==> config.mk <==
export PLATFORM = sky130hd
export DESIGN_NAME = actuator_homing_and_position_sequencer
export DESIGN_NICKNAME = d
export VERILOG_FILES = /design/src/rtl/core/ahps_pkg.sv /design/src/rtl/core/actuator_homing_and_position_sequencer.sv
export SDC_FILE = /design/constraint.sdc
export NUM_CORES = 1
export LEC_CHECK = 0
export BUFFER_PORTS_ARGS = -buffer_cell sky130_fd_sc_hd__buf_2
export CAP_MARGIN = 20
export CORE_ASPECT_RATIO = 0.7
export CORE_UTILIZATION = 60
export DETAILED_ROUTE_END_ITERATION = 6
export GPL_ROUTABILITY_DRIVEN = 0
export HOLD_SLACK_MARGIN = 0.03
export PLACE_DENSITY = 0.79
export SYNTH_ARGS = -nofsm -noshare
export SYNTH_HDL_FRONTEND = slang
export SYNTH_SLANG_ARGS = --single-unit
==> constraint.sdc <==
create_clock -name clk -period 11.69 [get_ports clk]
set_input_delay 0 -clock clk [delete_from_list [all_inputs] [get_ports clk]]
set_output_delay 0 -clock clk [all_outputs]
set_load 0.01 [all_outputs]
==> src/rtl/core/ahps_pkg.sv <==
// shared types and codes of the actuator homing and position sequencer
// event kinds, result action codes, register map and one-hot state encodings
// no dependencies
package ahps_pkg;

	localparam int POS_W   = 24;
	localparam int ADDR_W  = 5;
	localparam int DATA_W  = 32;

	// event kinds
	localparam logic [2:0] KIND_TICK     = 3'd0;
	localparam logic [2:0] KIND_HOME     = 3'd1;
	localparam logic [2:0] KIND_ENABLE   = 3'd2;
	localparam logic [2:0] KIND_DISABLE  = 3'd3;
	localparam logic [2:0] KIND_TARGET   = 3'd4;
	localparam logic [2:0] KIND_HOME_ERR = 3'd5;

	// motor driver commands
	localparam logic [2:0] MOT_NONE       = 3'd0;
	localparam logic [2:0] MOT_SET_RPM    = 3'd1;
	localparam logic [2:0] MOT_RPM_UPDATE = 3'd2;
	localparam logic [2:0] MOT_UPDATE     = 3'd3;
	localparam logic [2:0] MOT_STOP       = 3'd4;

	// pid commands
	localparam logic [1:0] PID_NONE    = 2'd0;
	localparam logic [1:0] PID_RESET   = 2'd1;
	localparam logic [1:0] PID_COMPUTE = 2'd2;
	localparam logic [1:0] PID_REUSE   = 2'd3;

	// encoder commands
	localparam logic [1:0] ENC_NONE       = 2'd0;
	localparam logic [1:0] ENC_READ_RESET = 2'd1;
	localparam logic [1:0] ENC_WRITE_ZERO = 2'd2;

	// reported mode codes
	localparam logic [2:0] MODE_CODE_IDLE     = 3'd0;
	localparam logic [2:0] MODE_CODE_HOMING   = 3'd1;
	localparam logic [2:0] MODE_CODE_DISABLED = 3'd2;
	localparam logic [2:0] MODE_CODE_CONTROL  = 3'd3;
	localparam logic [2:0] MODE_CODE_FAILURE  = 3'd4;

	// register indexes (byte address = 4 * index)
	localparam logic [2:0] REG_HOME_BY_SWITCH = 3'd0;
	localparam logic [2:0] REG_HOMING_SPEED   = 3'd1;
	localparam logic [2:0] REG_MAX_TRAVEL     = 3'd2;
	localparam logic [2:0] REG_DEADBAND       = 3'd3;
	localparam logic [2:0] REG_STALL_MOTION   = 3'd4;
	localparam logic [2:0] REG_STALL_TICKS    = 3'd5;
	localparam logic [2:0] REG_SETTLE_TICKS   = 3'd6;

	typedef enum logic [4:0] {
		MM_IDLE     = 5'b00001,
		MM_HOMING   = 5'b00010,
		MM_DISABLED = 5'b00100,
		MM_CONTROL  = 5'b01000,
		MM_FAILURE  = 5'b10000
	} main_mode_t;

	typedef enum logic [3:0] {
		PH_INIT     = 4'b0001,
		PH_SEARCH   = 4'b0010,
		PH_SETTLE   = 4'b0100,
		PH_FINISHED = 4'b1000
	} phase_t;

endpackage

==> src/rtl/core/actuator_homing_and_position_sequencer.sv <==
// top level of the actuator homing and position sequencer
// holds the apb register file, the event register, the sequencer state and the result register
// depends on ahps_pkg
//
// Each event beat is registered, handled by the sequencer logic, and the single result
// beat is captured in an output register, so the block takes one event per clock as
// long as the result side keeps taking beats. That rate is bounded by the sequencer
// state (mode, homing phase, stall and settle counters, target), which every event
// reads and updates. PID and motor driver live outside; their commands come out as
// fields of the result. Registers must be written over the apb port only while no
// event is in flight; the block itself does not enforce this. Writing max_travel
// also reloads the working travel limit.
module actuator_homing_and_position_sequencer
	import ahps_pkg::*;
(
	input  logic                     clk,
	input  logic                     arst_n,
	// apb configuration port
	input  logic                     psel,
	input  logic                     penable,
	input  logic                     pwrite,
	input  logic [ADDR_W-1:0]        paddr,
	input  logic [DATA_W-1:0]        pwdata,
	output logic [DATA_W-1:0]        prdata,
	output logic                     pready,
	// event channel
	input  logic                     in_valid,
	output logic                     in_ready,
	input  logic [2:0]               kind,
	input  logic signed [POS_W-1:0]  encoder_position,
	input  logic                     limit_switch_level,
	input  logic signed [POS_W-1:0]  requested_target,
	input  logic                     motor_changing_direction,
	// result channel
	output logic                     out_valid,
	input  logic                     out_ready,
	output logic [2:0]               motor_action,
	output logic signed [16:0]       rpm_value,
	output logic [1:0]               pid_action,
	output logic signed [POS_W-1:0]  pid_setpoint,
	output logic signed [POS_W-1:0]  pid_measurement,
	output logic [1:0]               encoder_action,
	output logic [2:0]               mode,
	output logic                     is_homed,
	output logic signed [POS_W-1:0]  target_position,
	output logic                     accepted
);

	// configuration registers
	logic               home_by_switch_q;
	logic [15:0]        homing_speed_q;
	logic [22:0]        max_travel_q;
	logic signed [16:0] deadband_q;
	logic [15:0]        stall_motion_q;
	logic [15:0]        stall_ticks_q;
	logic [15:0]        settle_ticks_q;

	// sequencer state
	main_mode_t         mode_q, mode_d;
	phase_t             phase_q, phase_d;
	logic               homed_q, homed_d;
	logic signed [POS_W:0] target_q, target_d;  // one extra bit: clamp may reach 2^23
	logic [POS_W-1:0]   wmax_q, wmax_d;
	logic [POS_W-1:0]   lpp_q, lpp_d;
	logic [15:0]        stall_q, stall_d;
	logic [15:0]        settle_q, settle_d;

	// event register
	logic                    valid_s1;
	logic [2:0]              kind_s1;
	logic signed [POS_W-1:0] enc_s1;
	logic                    sw_s1;
	logic signed [POS_W-1:0] req_s1;
	logic                    chg_s1;

	// result register
	logic                    out_valid_q;
	logic [2:0]              motor_q, motor_d;
	logic signed [16:0]      rpm_q, rpm_d;
	logic [1:0]              pid_q, pid_d;
	logic signed [POS_W-1:0] sp_q, sp_d;
	logic signed [POS_W-1:0] meas_q, meas_d;
	logic [1:0]              encact_q, encact_d;
	logic [2:0]              mode_code_q, mode_code_d;
	logic                    homed_out_q;
	logic signed [POS_W-1:0] target_out_q;
	logic                    acc_q, acc_d;

	logic cfg_wr;
	logic advance;

	// datapath helpers
	logic [POS_W-1:0]        enc_abs;
	logic [POS_W-1:0]        wmax_new;
	logic signed [POS_W:0]   progress;
	logic                    moved;
	logic [15:0]             stall_next;
	logic                    home_hit;
	logic signed [POS_W+1:0] err;
	logic [POS_W+1:0]        err_abs;
	logic                    pid_run;
	logic                    req_over;

	assign pready = 1'b1;
	assign cfg_wr = psel & penable & pwrite;

	// register write
	always_ff @(posedge clk or negedge arst_n) begin
		if (!arst_n) begin
			home_by_switch_q <= 1'b1;
			homing_speed_q   <= 16'd30;
			max_travel_q     <= 23'd4096;
			deadband_q       <= -17'sd1;
			stall_motion_q   <= 16'd5;
			stall_ticks_q    <= 16'd20;
			settle_ticks_q   <= 16'd20;
		end else if (cfg_wr) begin
			case (paddr[4:2])
				REG_HOME_BY_SWITCH: home_by_switch_q <= pwdata[0];
				REG_HOMING_SPEED:   homing_speed_q   <= pwdata[15:0];
				REG_MAX_TRAVEL:     max_travel_q     <= pwdata[22:0];
				REG_DEADBAND:       deadband_q       <= pwdata[16:0];
				REG_STALL_MOTION:   stall_motion_q   <= pwdata[15:0];
				REG_STALL_TICKS:    stall_ticks_q    <= pwdata[15:0];
				REG_SETTLE_TICKS:   settle_ticks_q   <= pwdata[15:0];
				default: ;
			endcase
		end
	end

	// register read
	always_comb begin
		case (paddr[4:2])
			REG_HOME_BY_SWITCH: prdata = {31'd0, home_by_switch_q};
			REG_HOMING_SPEED:   prdata = {16'd0, homing_speed_q};
			REG_MAX_TRAVEL:     prdata = {9'd0, max_travel_q};
			REG_DEADBAND:       prdata = {{15{deadband_q[16]}}, deadband_q};
			REG_STALL_MOTION:   prdata = {16'd0, stall_motion_q};
			REG_STALL_TICKS:    prdata = {16'd0, stall_ticks_q};
			REG_SETTLE_TICKS:   prdata = {16'd0, settle_ticks_q};
			default:            prdata = '0;
		endcase
	end

	// handshake: the result register frees up in the same cycle it is taken
	assign advance  = valid_s1 & (~out_valid_q | out_ready);
	assign in_ready = ~valid_s1 | advance;

	always_ff @(posedge clk or negedge arst_n) begin
		if (!arst_n) begin
			valid_s1 <= 1'b0;
		end else if (in_ready) begin
			valid_s1 <= in_valid;
		end
	end

	always_ff @(posedge clk) begin
		if (in_valid && in_ready) begin
			kind_s1  <= kind;
			enc_s1   <= encoder_position;
			sw_s1    <= limit_switch_level;
			req_s1   <= requested_target;
			chg_s1   <= motor_changing_direction;
		end
	end

	// homing search arithmetic
	always_comb begin
		enc_abs    = enc_s1[POS_W-1] ? (-enc_s1) : enc_s1;
		wmax_new   = (enc_abs > wmax_q) ? enc_abs : wmax_q;
		progress   = $signed({1'b0, wmax_new}) - $signed({1'b0, lpp_q});
		moved      = progress > $signed({{(POS_W-15){1'b0}}, stall_motion_q});
		if (moved) begin
			stall_next = '0;
		end else if (stall_q != 16'hFFFF) begin
			stall_next = stall_q + 16'd1;
		end else begin
			stall_next = stall_q;
		end
		home_hit = home_by_switch_q ? ~sw_s1 : (stall_next > stall_ticks_q);
	end

	// position control arithmetic
	always_comb begin
		err      = {target_q[POS_W], target_q} - {{2{enc_s1[POS_W-1]}}, enc_s1};
		err_abs  = err[POS_W+1] ? (-err) : err;
		pid_run  = deadband_q[16] || (err_abs > {{(POS_W-14){1'b0}}, deadband_q[15:0]});
		req_over = req_s1 > $signed({1'b0, wmax_q});
	end

	// sequencer
	always_comb begin
		mode_d   = mode_q;
		phase_d  = phase_q;
		homed_d  = homed_q;
		target_d = target_q;
		wmax_d   = wmax_q;
		lpp_d    = lpp_q;
		stall_d  = stall_q;
		settle_d = settle_q;
		motor_d  = MOT_NONE;
		rpm_d    = '0;
		pid_d    = PID_NONE;
		sp_d     = '0;
		meas_d   = '0;
		encact_d = ENC_NONE;
		acc_d    = 1'b1;

		case (kind_s1)
			KIND_TICK: begin
				if (mode_q == MM_HOMING) begin
					case (phase_q)
						PH_SEARCH: begin
							wmax_d  = wmax_new;
							stall_d = stall_next;
							if (moved) begin
								lpp_d = wmax_new;
							end
							if (home_hit) begin
								motor_d  = MOT_STOP;
								phase_d  = PH_SETTLE;
								settle_d = '0;
							end else begin
								motor_d = MOT_RPM_UPDATE;
								rpm_d   = -$signed({1'b0, homing_speed_q});
							end
						end
						PH_SETTLE: begin
							if (settle_q >= settle_ticks_q) begin
								// homing done: zero the encoder and go to control
								encact_d = ENC_WRITE_ZERO;
								target_d = '0;
								phase_d  = PH_FINISHED;
								homed_d  = 1'b1;
								mode_d   = MM_CONTROL;
							end else begin
								settle_d = settle_q + 16'd1;
								motor_d  = MOT_UPDATE;
							end
						end
						default: begin
							// init, also a finished phase seen again
							homed_d  = 1'b0;
							target_d = '0;
							lpp_d    = '0;
							stall_d  = '0;
							phase_d  = PH_SEARCH;
							motor_d  = MOT_SET_RPM;
							pid_d    = PID_RESET;
							encact_d = ENC_READ_RESET;
						end
					endcase
				end else if (mode_q == MM_CONTROL) begin
					motor_d = MOT_RPM_UPDATE;
					if (pid_run) begin
						if (chg_s1) begin
							pid_d = PID_REUSE;
						end else begin
							pid_d  = PID_COMPUTE;
							sp_d   = target_q[POS_W-1:0];
							meas_d = enc_s1;
						end
					end else begin
						pid_d = PID_RESET;
					end
				end
			end
			KIND_HOME: begin
				mode_d  = MM_HOMING;
				phase_d = PH_INIT;
				homed_d = 1'b0;
			end
			KIND_ENABLE: begin
				if (!homed_q) begin
					acc_d = 1'b0;
				end else begin
					target_d = {enc_s1[POS_W-1], enc_s1};
					mode_d   = MM_CONTROL;
				end
			end
			KIND_DISABLE: begin
				motor_d = MOT_RPM_UPDATE;
				mode_d  = homed_q ? MM_DISABLED : MM_IDLE;
			end
			KIND_TARGET: begin
				if (req_s1[POS_W-1]) begin
					target_d = '0;
				end else if (req_over) begin
					target_d = {1'b0, wmax_q};
				end else begin
					target_d = {1'b0, req_s1};
				end
			end
			KIND_HOME_ERR: begin
				mode_d = MM_FAILURE;
			end
			default: ;
		endcase

		case (mode_d)
			MM_IDLE:     mode_code_d = MODE_CODE_IDLE;
			MM_HOMING:   mode_code_d = MODE_CODE_HOMING;
			MM_DISABLED: mode_code_d = MODE_CODE_DISABLED;
			MM_CONTROL:  mode_code_d = MODE_CODE_CONTROL;
			MM_FAILURE:  mode_code_d = MODE_CODE_FAILURE;
			default:     mode_code_d = MODE_CODE_IDLE;
		endcase
	end

	// sequencer state update; a max_travel write reloads the working limit
	always_ff @(posedge clk or negedge arst_n) begin
		if (!arst_n) begin
			mode_q   <= MM_IDLE;
			phase_q  <= PH_INIT;
			homed_q  <= 1'b0;
			target_q <= '0;
			wmax_q   <= 24'd4096;
			lpp_q    <= '0;
			stall_q  <= '0;
			settle_q <= '0;
		end else if (cfg_wr && paddr[4:2] == REG_MAX_TRAVEL) begin
			wmax_q <= {1'b0, pwdata[22:0]};
		end else if (advance) begin
			mode_q   <= mode_d;
			phase_q  <= phase_d;
			homed_q  <= homed_d;
			target_q <= target_d;
			wmax_q   <= wmax_d;
			lpp_q    <= lpp_d;
			stall_q  <= stall_d;
			settle_q <= settle_d;
		end
	end

	// result register
	always_ff @(posedge clk or negedge arst_n) begin
		if (!arst_n) begin
			out_valid_q <= 1'b0;
		end else if (advance) begin
			out_valid_q <= 1'b1;
		end else if (out_ready) begin
			out_valid_q <= 1'b0;
		end
	end

	always_ff @(posedge clk) begin
		if (advance) begin
			motor_q      <= motor_d;
			rpm_q        <= rpm_d;
			pid_q        <= pid_d;
			sp_q         <= sp_d;
			meas_q       <= meas_d;
			encact_q     <= encact_d;
			mode_code_q  <= mode_code_d;
			homed_out_q  <= homed_d;
			target_out_q <= target_d[POS_W-1:0];
			acc_q        <= acc_d;
		end
	end

	assign out_valid       = out_valid_q;
	assign motor_action    = motor_q;
	assign rpm_value       = rpm_q;
	assign pid_action      = pid_q;
	assign pid_setpoint    = sp_q;
	assign pid_measurement = meas_q;
	assign encoder_action  = encact_q;
	assign mode            = mode_code_q;
	assign is_homed        = homed_out_q;
	assign target_position = target_out_q;
	assign accepted        = acc_q;

endmodule
After elaboration in Yosys (flattened, before gate mapping)
Cells that the tools add are included.

storage, ports and cells
  word-level logic and storage cells = 177
  flip-flop bits (word level) = 376
  input bits = 97

operators by class
  bitwise logic cells = 15
  mux-type cells = 57
  equal/unequal tests = 28
  add/subtract/negate cells = 7
  $lt $le $gt $ge = 6
  reduce and logical (&&, ||, !) cells = 31

operator list
  cell                                                             count
  24-bit 2-to-1 mux                                                10
  32-bit one-hot mux with 7 select lines                           1
  25-bit 2-to-1 mux                                                3
  25-bit one-hot mux with 3 select lines                           1
  16-bit 2-to-1 mux                                                4
  16-bit one-hot mux with 2 select lines                           2
  25-bit one-hot mux with 2 select lines                           1
  24-bit one-hot mux with 2 select lines                           1
  16-bit by 1-bit adder with 16-bit output, second input constant  2
  26-bit by 16-bit > comparator with 1-bit output                  1
  26-bit 2-to-1 mux                                                1
  26-bit negator                                                   1
  25-bit by 24-bit subtractor with 26-bit output                   1
  24-bit by 25-bit > comparator with 1-bit output                  1
  25-bit by 17-bit > comparator with 1-bit output                  1
  5-bit one-hot mux with 5 select lines                            1
  24-bit by 24-bit subtractor with 25-bit output                   1
  24-bit > comparator                                              1
  24-bit negator                                                   1
  5-bit 2-to-1 mux                                                 4
  2-bit AND reduction                                              9
  16-bit negator with 17-bit output                                1
  16-bit >= comparator                                             1
  16-bit > comparator                                              1
  other kinds (36)                                                 93

Depth between registers and ports, before layout
Gate-level depths: netlist of the first run.

  depth after elaboration = 13
  depth in mapped cells = 55

Worst setup path before layout of the first run
Ideal clock, no wire load.

  kind = reg-to-reg
  from = register enc_s1[1]
  to = register settle_q[15]
  period minus slack after synthesis = 9.901 ns
  buffers on the path = 4
  arrival time = 9.765 ns
  stages on the path, launching flop included = 52
  setup slack = 1.789 ns
  required time = 11.553 ns
  cells stage by stage = edfxtp_1 -> inv_1 -> ha_1 -> nand2_1 -> or4_1 -> nand2b_1 -> o41ai_1 -> xnor2_1 -> ha_1 -> a21o_1 -> a21oi_1 -> nor2b_1 -> o21ai_0 -> nand2b_1 -> a21oi_1 -> o21ai_0 -> o21ai_1 -> clkbuf_1 -> (+16 left out) -> nor4_1 -> a41oi_1 -> clkbuf_1 -> clkbuf_1 -> a21oi_1 -> ha_1 -> nor2b_1 -> o21a_1 -> o21ai_0 -> a21oi_1 -> o31a_1 -> o21ai_0 -> a31oi_1 -> nor3b_1 -> clkbuf_1 -> nand4_1 -> xor2_1 -> nor2_1

on the way
  word-level cells in the longest chain between the ends = 11

ends and longest elaborated chain
  what                                               RTL line                                       RTL
  from (decl)                                        actuator_homing_and_position_sequencer.sv:71   logic signed [POS_W-1:0] enc_s1;
  from (signal assigned)                             actuator_homing_and_position_sequencer.sv:160  enc_s1 <= encoder_position;
  24-bit negator                                     actuator_homing_and_position_sequencer.sv:169  enc_abs = enc_s1[POS_W-1] ? (-enc_s1) : enc_s1;
  24-bit 2-to-1 mux *                                actuator_homing_and_position_sequencer.sv:169
  24-bit > comparator                                actuator_homing_and_position_sequencer.sv:170  wmax_new = (enc_abs > wmax_q) ? enc_abs : wmax_q;
  24-bit 2-to-1 mux *                                actuator_homing_and_position_sequencer.sv:170
  24-bit by 24-bit subtractor with 25-bit output *   actuator_homing_and_position_sequencer.sv:171  progress = $signed({1'b0, wmax_new}) - $signed({1'b0, lpp_q});
  25-bit by 17-bit > comparator with 1-bit output *  actuator_homing_and_position_sequencer.sv:172  moved = progress > $signed({{(POS_W-15){1'b0}}, stall_motion_q});
  16-bit 2-to-1 mux *                                actuator_homing_and_position_sequencer.sv:173  if (moved) begin
  16-bit > comparator *                              actuator_homing_and_position_sequencer.sv:180  home_hit = home_by_switch_q ? ~sw_s1 : (stall_next > stall_ticks_q);
  1-bit 2-to-1 mux *                                 actuator_homing_and_position_sequencer.sv:180
  2-bit inequality test (no source line) *           --
  7-bit AND reduction (no source line) *             --
  to (signal assigned)                               actuator_homing_and_position_sequencer.sv:331  settle_q <= settle_d;
  to (decl)                                          actuator_homing_and_position_sequencer.sv:66   logic [15:0] settle_q, settle_d;

Every way passes the cells marked *; elsewhere a longest branch is shown, timed or not.
A chain may end at the register's enable or synchronous reset.

Worst setup path after layout of the first run
  from = register enc_s1[6]
  to = register rpm_q[5] (netlist: rpm_value[5]), data pin

on the way
  word-level cells in the longest chain between the ends = 10

ends and longest elaborated chain
  what                                               RTL line                                       RTL
  24-bit negator                                     actuator_homing_and_position_sequencer.sv:169
  24-bit 2-to-1 mux *                                actuator_homing_and_position_sequencer.sv:169
  24-bit > comparator                                actuator_homing_and_position_sequencer.sv:170
  24-bit 2-to-1 mux *                                actuator_homing_and_position_sequencer.sv:170
  24-bit by 24-bit subtractor with 25-bit output *   actuator_homing_and_position_sequencer.sv:171
  25-bit by 17-bit > comparator with 1-bit output *  actuator_homing_and_position_sequencer.sv:172
  16-bit 2-to-1 mux *                                actuator_homing_and_position_sequencer.sv:173
  16-bit > comparator *                              actuator_homing_and_position_sequencer.sv:180
  1-bit 2-to-1 mux *                                 actuator_homing_and_position_sequencer.sv:180
  4-bit OR reduction (no source line) *              --
  to (signal assigned)                               actuator_homing_and_position_sequencer.sv:349  rpm_q <= rpm_d;
  to (decl)                                          actuator_homing_and_position_sequencer.sv:79   logic signed [16:0] rpm_q, rpm_d;

Marks and branches as above.

==> results of run 1 <==
cells by family (layout without fill, tap and decap cells):
family	after synthesis	count (layout)	share of synthesized area, %
AO/OA/AOI/OAI	641	642	18.23
XOR/XNOR	107	107	3.950
adder cells (fa/ha/maj)	169	169	8.976
buffers and inverters	304	608	5.068
flip-flops	376	376	43.08
multiplexers	98	98	4.504
other	1	1	0.01581
AND/OR/NAND/NOR	787	787	16.18
final cells by class:
cell class                      instances  area [um^2]  area share (%)
Clock inverter                         25        290.3           1.048
Timing Repair Buffer                  346         2347           8.477
Tap cell                              527        659.4           2.381
Multi-Input combinational cell       1804        12430           44.90
Sequential cell                       376        10220           36.91
Clock buffer                           45         1017           3.674
Inverter                              192        723.2           2.612
synthesized netlist by cell type (all sizes together), types with 22 or more instances:
cell type  number  area share [%]
nor2b          22            0.58
xor2           45             1.7
a21oi         125             2.7
a221oi         29             1.1
edfxtp        154              19
a22oi          37             1.2
nand2b         23            0.61
nand2         305             4.8
mux2           70             3.3
clkbuf         92             1.5
ha            167             8.8
o22a           24            0.89
o21ai         170             3.6
nand4          69             1.8
nand3          57             1.2
nor2          113             1.8
dfstp          32             3.5
a22o           32             1.2
inv           192             3.0
a21o           59             1.9
nor3           37            0.78
dfrtp         190              20
mux2i          28             1.2
o2bb2ai        28             1.0
xnor2          62             2.3
and2           65             1.7
power by group:
part / internal, mW / total, mW / switching, mW
Clock: 0.743 / 1.31 / 0.567
Sequential: 1.58 / 1.78 / 0.199
Combinational: 0.748 / 1.86 / 1.11
flip-flops by register name, summed over array words and instances (netlist names), 4 cells and up:
signal	flops
deadband_q	17
enc_s1	24
homing_speed_q	16
lpp_q	24
max_travel_q	23
mode_q	5
phase_q	4
pid_measurement	24
pid_setpoint	24
req_s1	24
rpm_value	17
settle_q	16
settle_ticks_q	16
stall_motion_q	16
stall_q	16
stall_ticks_q	16
target_position	24
target_q	25
wmax_q	24
worst max path at each step:
stage,start,to,depth (start not counted)
floorplan,enc_s1[1],settle_q[15],51
global placement,enc_s1[4],rpm_value[9],49
detailed placement,enc_s1[4],rpm_value[5],49
CTS,enc_s1[4],rpm_value[5],49
global route,enc_s1[3],settle_q[14],52
finish,enc_s1[6],rpm_value[5],49
routing by layer:
metal	track usage [%]	share of wire [%]	vias to the layer above
li1	-	-	9569
met3	16.28	14	257
met4	14.83	4.2	2
met2	56.33	43	1428
met5	2.061	0.15	-
met1	49.89	38	10434
per-stage QoR:
| step | utilization (%) | hold slack (ns) | cell area, um^2 | worst slack, ns |
|---|---|---|---|---|
| after global placement | 65.55 | -0.02366 | 25340 | 1.146 |
| after floorplan | - | -0.2956 | 23720 | 1.789 |
| after detailed placement | 65.59 | -0.01521 | 25360 | 0.5491 |
| after global routing | 71.62 | 0.1339 | 27690 | -0.01914 |
| final | 71.62 | 0.1427 | 27690 | 0.6269 |
| after CTS | 71.27 | 0.1382 | 27550 | 0.4569 |
repair_timing:
item / 4_1_cts / 5_1_grt
endpoints found under the setup margin: 0 / 37
hold endpoints to repair: 246 / 0
setup buffers: 0 / 1
gates resized for setup: 0 / 6
hold buffers: 87 / 0
==> results.json, run 1 <==
{
  "cts_buffers": 38,
  "max_freq_mhz": 90.39,
  "antenna_found_initial": 3,
  "wire_per_inst_um": 23.54,
  "hpwl_um": 55440,
  "relSlewSlack_pct": 26.66,
  "seq_area_frac_synth_pct": 43.08,
  "finalNetCount": 3024,
  "drt.antenna.violating_nets": 0,
  "min_path_type": "input port to flop",
  "htree_levels": 2,
  "area_growth_syn_to_layout_pct": 16.72,
  "drtPass1Iterations": 7,
  "r2r_start": "enc_s1[6]",
  "rows": 60,
  "violations": "design-rule violations",
  "irDropWorstVdd_mv": 0.1250,
  "synth_seq_cells": 376,
  "hp-start": "encoder_position[13]",
  "tns_ns": 0,
  "grt_max_degree": 84,
  "coreArea_um2": 38660,
  "hold_path_end": "enc_s1[13]",
  "crit_type": "flop to flop",
  "synth.avg_cell_area_um2": 9.555,
  "holdPathStages": 2,
  "maxCapViolations": 0,
  "yosys_warnings": 0,
  "critPathSlowestCell": "edfxtp_1",
  "yosys_most_used_dff": "dfrtp_1",
  "syn_nets": 2749,
  "clock_path_buffers": 3,
  "fill_cells": 2830,
  "path_max_fanout": 17,
  "finalCritPeriodShare_pct": 94.64,
  "clk_pin_slew_ns": 0.08,
  "via_per_inst": 6.543,
  "critPathBufInv": 6,
  "dp.cells": 3152,
  "ys_types": 82,
  "cp-start-kind": "flop",
  "reg2reg_slack_ns": 0.63,
  "die_h_um": 168.4,
  "slew_viol_final": 0,
  "instances_no_fill": 3315,
  "n_antenna_cell": 0,
  "tightest_slew_ns": 1.097,
  "required_ns": 12.07,
  "synth_edf_count": 154,
  "dieArea_um2": 40350,
  "drt_iter0_markers": 3130,
  "r2r_end": "rpm_value[5]",
  "grt_pass1_vias": 20666,
  "max_stage_delay_ns": 0.54,
  "fin_crit_ns": 11.06,
  "cts_tree": "built",
  "routed_wl_um": 78050,
  "drive_gt1_share_pct": 16.86,
  "async_flop_share_pct": 59.04,
  "power.density_nw_per_um2": 178.8,
  "final_cell_mix": "nand2_1 (305), buf_2 (219), inv_1 (191)",
  "cp.arrival_ns": 11.44,
  "clkLatencyLatePin_ns": 0.57,
  "endpoint_kind": "flop",
  "rr_worst_depth": 49,
  "p_leak_nw": 12.11,
  "grt-ovfl-total": 0,
  "synth_area_um2": 23720,
  "io-pin-count": 233,
  "cts_num_sinks": 376,
  "fin_skew_ns": 0.03398,
  "via_count": 21690,
  "cp_top_family": "compound AO/OA/AOI/OAI gates",
  "outcome": "finished with violations",
  "drc": 14,
  "grt_pass1_wl_um": 117600,
  "grt_usage_pct": 38.35,
  "root_buffer": "clkbuf_16",
  "hold_viol_final": 0,
  "die_w_um": 239.7,
  "final-setup-viol-count": 0,
  "power_mw": 4.950,
  "port_buffers": 220,
  "final_common_cell": "nand2_1",
  "start_util_pct": 61.36,
  "synthCells": 2483,
  "crit_top_cell": "o21ai_0"
}
Note: power is estimated with default switching activity, not from simulation.
==> run 2: changes to the inputs <==
--- a/config.mk
+++ b/config.mk
@@ -9,10 +9,12 @@
 export CAP_MARGIN = 20
 export CORE_ASPECT_RATIO = 0.7
 export CORE_UTILIZATION = 60
+export CTS_BUF_LIST = sky130_fd_sc_hd__clkbuf_4 sky130_fd_sc_hd__clkbuf_8
 export DETAILED_ROUTE_END_ITERATION = 6
 export GPL_ROUTABILITY_DRIVEN = 0
 export HOLD_SLACK_MARGIN = 0.03
 export PLACE_DENSITY = 0.79
+export REMOVE_ABC_BUFFERS = 1
 export SYNTH_ARGS = -nofsm -noshare
 export SYNTH_HDL_FRONTEND = slang
 export SYNTH_SLANG_ARGS = --single-unit
==> results.json, run 2 (synthesized netlist as in run 1, its figures left out) <==
{
  "drt.antenna.violating_nets": 0,
  "placed_area_um2": 25340,
  "fin_util_pct": 71.75,
  "cts_num_sinks": 376,
  "grt_pass1_wl_um": 112300,
  "crit_top_cell": "o21ai_0",
  "relSlewSlack_pct": 22.25,
  "max_flop_register": "target_q",
  "root_buffer": "clkbuf_8",
  "hold_viol_final": 0,
  "start_util_pct": 61.36,
  "p_int_mw": 2.992,
  "register_area_um2": 10220,
  "tightest_slew_ns": 1.150,
  "cts_buffers": 58,
  "clkPwrFrac_pct": 24.7,
  "die_w_um": 239.7,
  "clk_pin_slew_ns": 0.07,
  "path_max_fanout": 17,
  "io-pin-count": 233,
  "finalCritPeriodShare_pct": 96.03,
  "fill_cells": 2844,
  "critPathSlowestCell": "or4_1",
  "rsz0062_at_grt": "false",
  "drtPass1Iterations": 7,
  "outcome": "finished clean",
  "tns_ns": 0,
  "rows": 60,
  "clkLatencyLatePin_ns": 0.66,
  "fin_crit_ns": 11.23,
  "dieArea_um2": 40350,
  "via_count": 21676,
  "area_growth_syn_to_layout_pct": 16.93,
  "fin_area_um2": 27740,
  "max_stage_delay_ns": 0.63,
  "largest_register_ffs": 25,
  "grt_max_degree": 99,
  "die_h_um": 168.4,
  "drive_gt1_share_pct": 17.63,
  "maxCapViolations": 0,
  "cts_tree": "built",
  "p_leak_nw": 12.21,
  "required_ns": 12.15,
  "port_buffers": 220,
  "final_cell_mix": "nand2_1 (305), buf_2 (219), inv_1 (191)",
  "finalNetCount": 3064,
  "grt_usage_pct": 35.97,
  "switching_share_pct": 38.35,
  "cp.arrival_ns": 11.69,
  "final-setup-viol-count": 0,
  "min_path_type": "input port to asynchronous set/reset pin",
  "drc": 0,
  "power.net_switching_mw": 1.861,
  "slew_viol_final": 0,
  "grt-ovfl-total": 0,
  "seqPwrFrac_pct": 36.1,
  "via_per_inst": 6.423,
  "irDropWorstVdd_mv": 0.1104,
  "routed_wl_um": 73160,
  "rr_worst_depth": 49,
  "crit_type": "flop to flop",
  "hpwl_um": 53080,
  "cp-start-kind": "flop",
  "wire_per_inst_um": 21.68,
  "max_freq_mhz": 89.08,
  "power.density_nw_per_um2": 174.9,
  "comb_power_share_pct": 39.2,
  "final_common_cell": "nand2_1",
  "multi_input_area_um2": 12380,
  "drt_iter0_markers": 2900,
  "antenna_found_initial": 1,
  "fin_skew_ns": 0.02694,
  "clock_path_buffers": 3,
  "grt_pass1_vias": 20190,
  "endpoint_kind": "flop",
  "reg2reg_slack_ns": 0.46,
  "coreArea_um2": 38660,
  "htree_levels": 2
}
[run 2: power by group through the flow]
stage / clock (mW) / sequential, mW / combinational [mW]
floorplan: 0 / 1.72 / 1.26
global placement: 0 / 1.75 / 1.69
detailed placement: 0 / 1.76 / 1.78
CTS: 1.21 / 1.74 / 1.83
global route: 1.26 / 1.77 / 2.06
finish: 1.20 / 1.75 / 1.90
[run 2: cell type report]
| cell class | count | share of cell area [%] |
|---|---|---|
| Multi-Input combinational cell | 1803 | 44.63 |
| Sequential cell | 376 | 36.84 |
| Timing Repair Buffer | 367 | 8.980 |
| Clock buffer | 92 | 4.046 |
| Inverter | 192 | 2.607 |
| Tap cell | 527 | 2.377 |
| Clock inverter | 17 | 0.5097 |
| Antenna cell | 1 | 0.009021 |
[run 2: path summary, 6_finish.rpt]
path / from / endpoint
max in group asynchronous: arst_n / max_travel_q[3]
min in group clk: requested_target[3] / req_s1[3]
min reg2reg: max_travel_q[2] / max_travel_q[2]
max reg2reg: enc_s1[0] / rpm_value[9]
max: enc_s1[0] / rpm_value[9]
min: arst_n / stall_q[11]
[run 2: per-layer routing]
layer / GRT usage [%] / part of all wire [%] / vias up
li1: - / - / 9658
met1: 52.37 / 42 / 10345
met2: 52.96 / 42 / 1458
met3: 8.739 / 12 / 213
met4: 10.81 / 3.2 / 2
met5: 0 / 0.016 / -
[run 2: per-stage QoR]
stage               std cells  hold slack [ns]  worst slack, ns  total power, mW
finish                   3375          0.02898           0.4636            4.852
detailed placement       3152           0.1665           0.8429            3.537
CTS                      3372          0.03126           0.6785            4.773
global placement         3152           0.1591            1.237            3.448
global route             3374          0.04476          0.01532            5.083
floorplan                2371          -0.2956           0.3470            2.974
[run 2: what timing repair did]
item	in CTS	in global routing
gates resized for setup	0	1
endpoints found under the setup margin	0	4
hold buffers	111	0
setup buffers	0	1
hold endpoints to repair	280	0
[run 2: worst max-delay path, delay by kind of cell, from the launching register on]
family	cells	cell delay [ns]
xor+xnor	2	0.26
fa+ha+maj	5	1.27
buf+inv	3	0.50
flops	1	0.49
compound gates	23	4.65
mux	1	0.34
simple gates	15	3.48
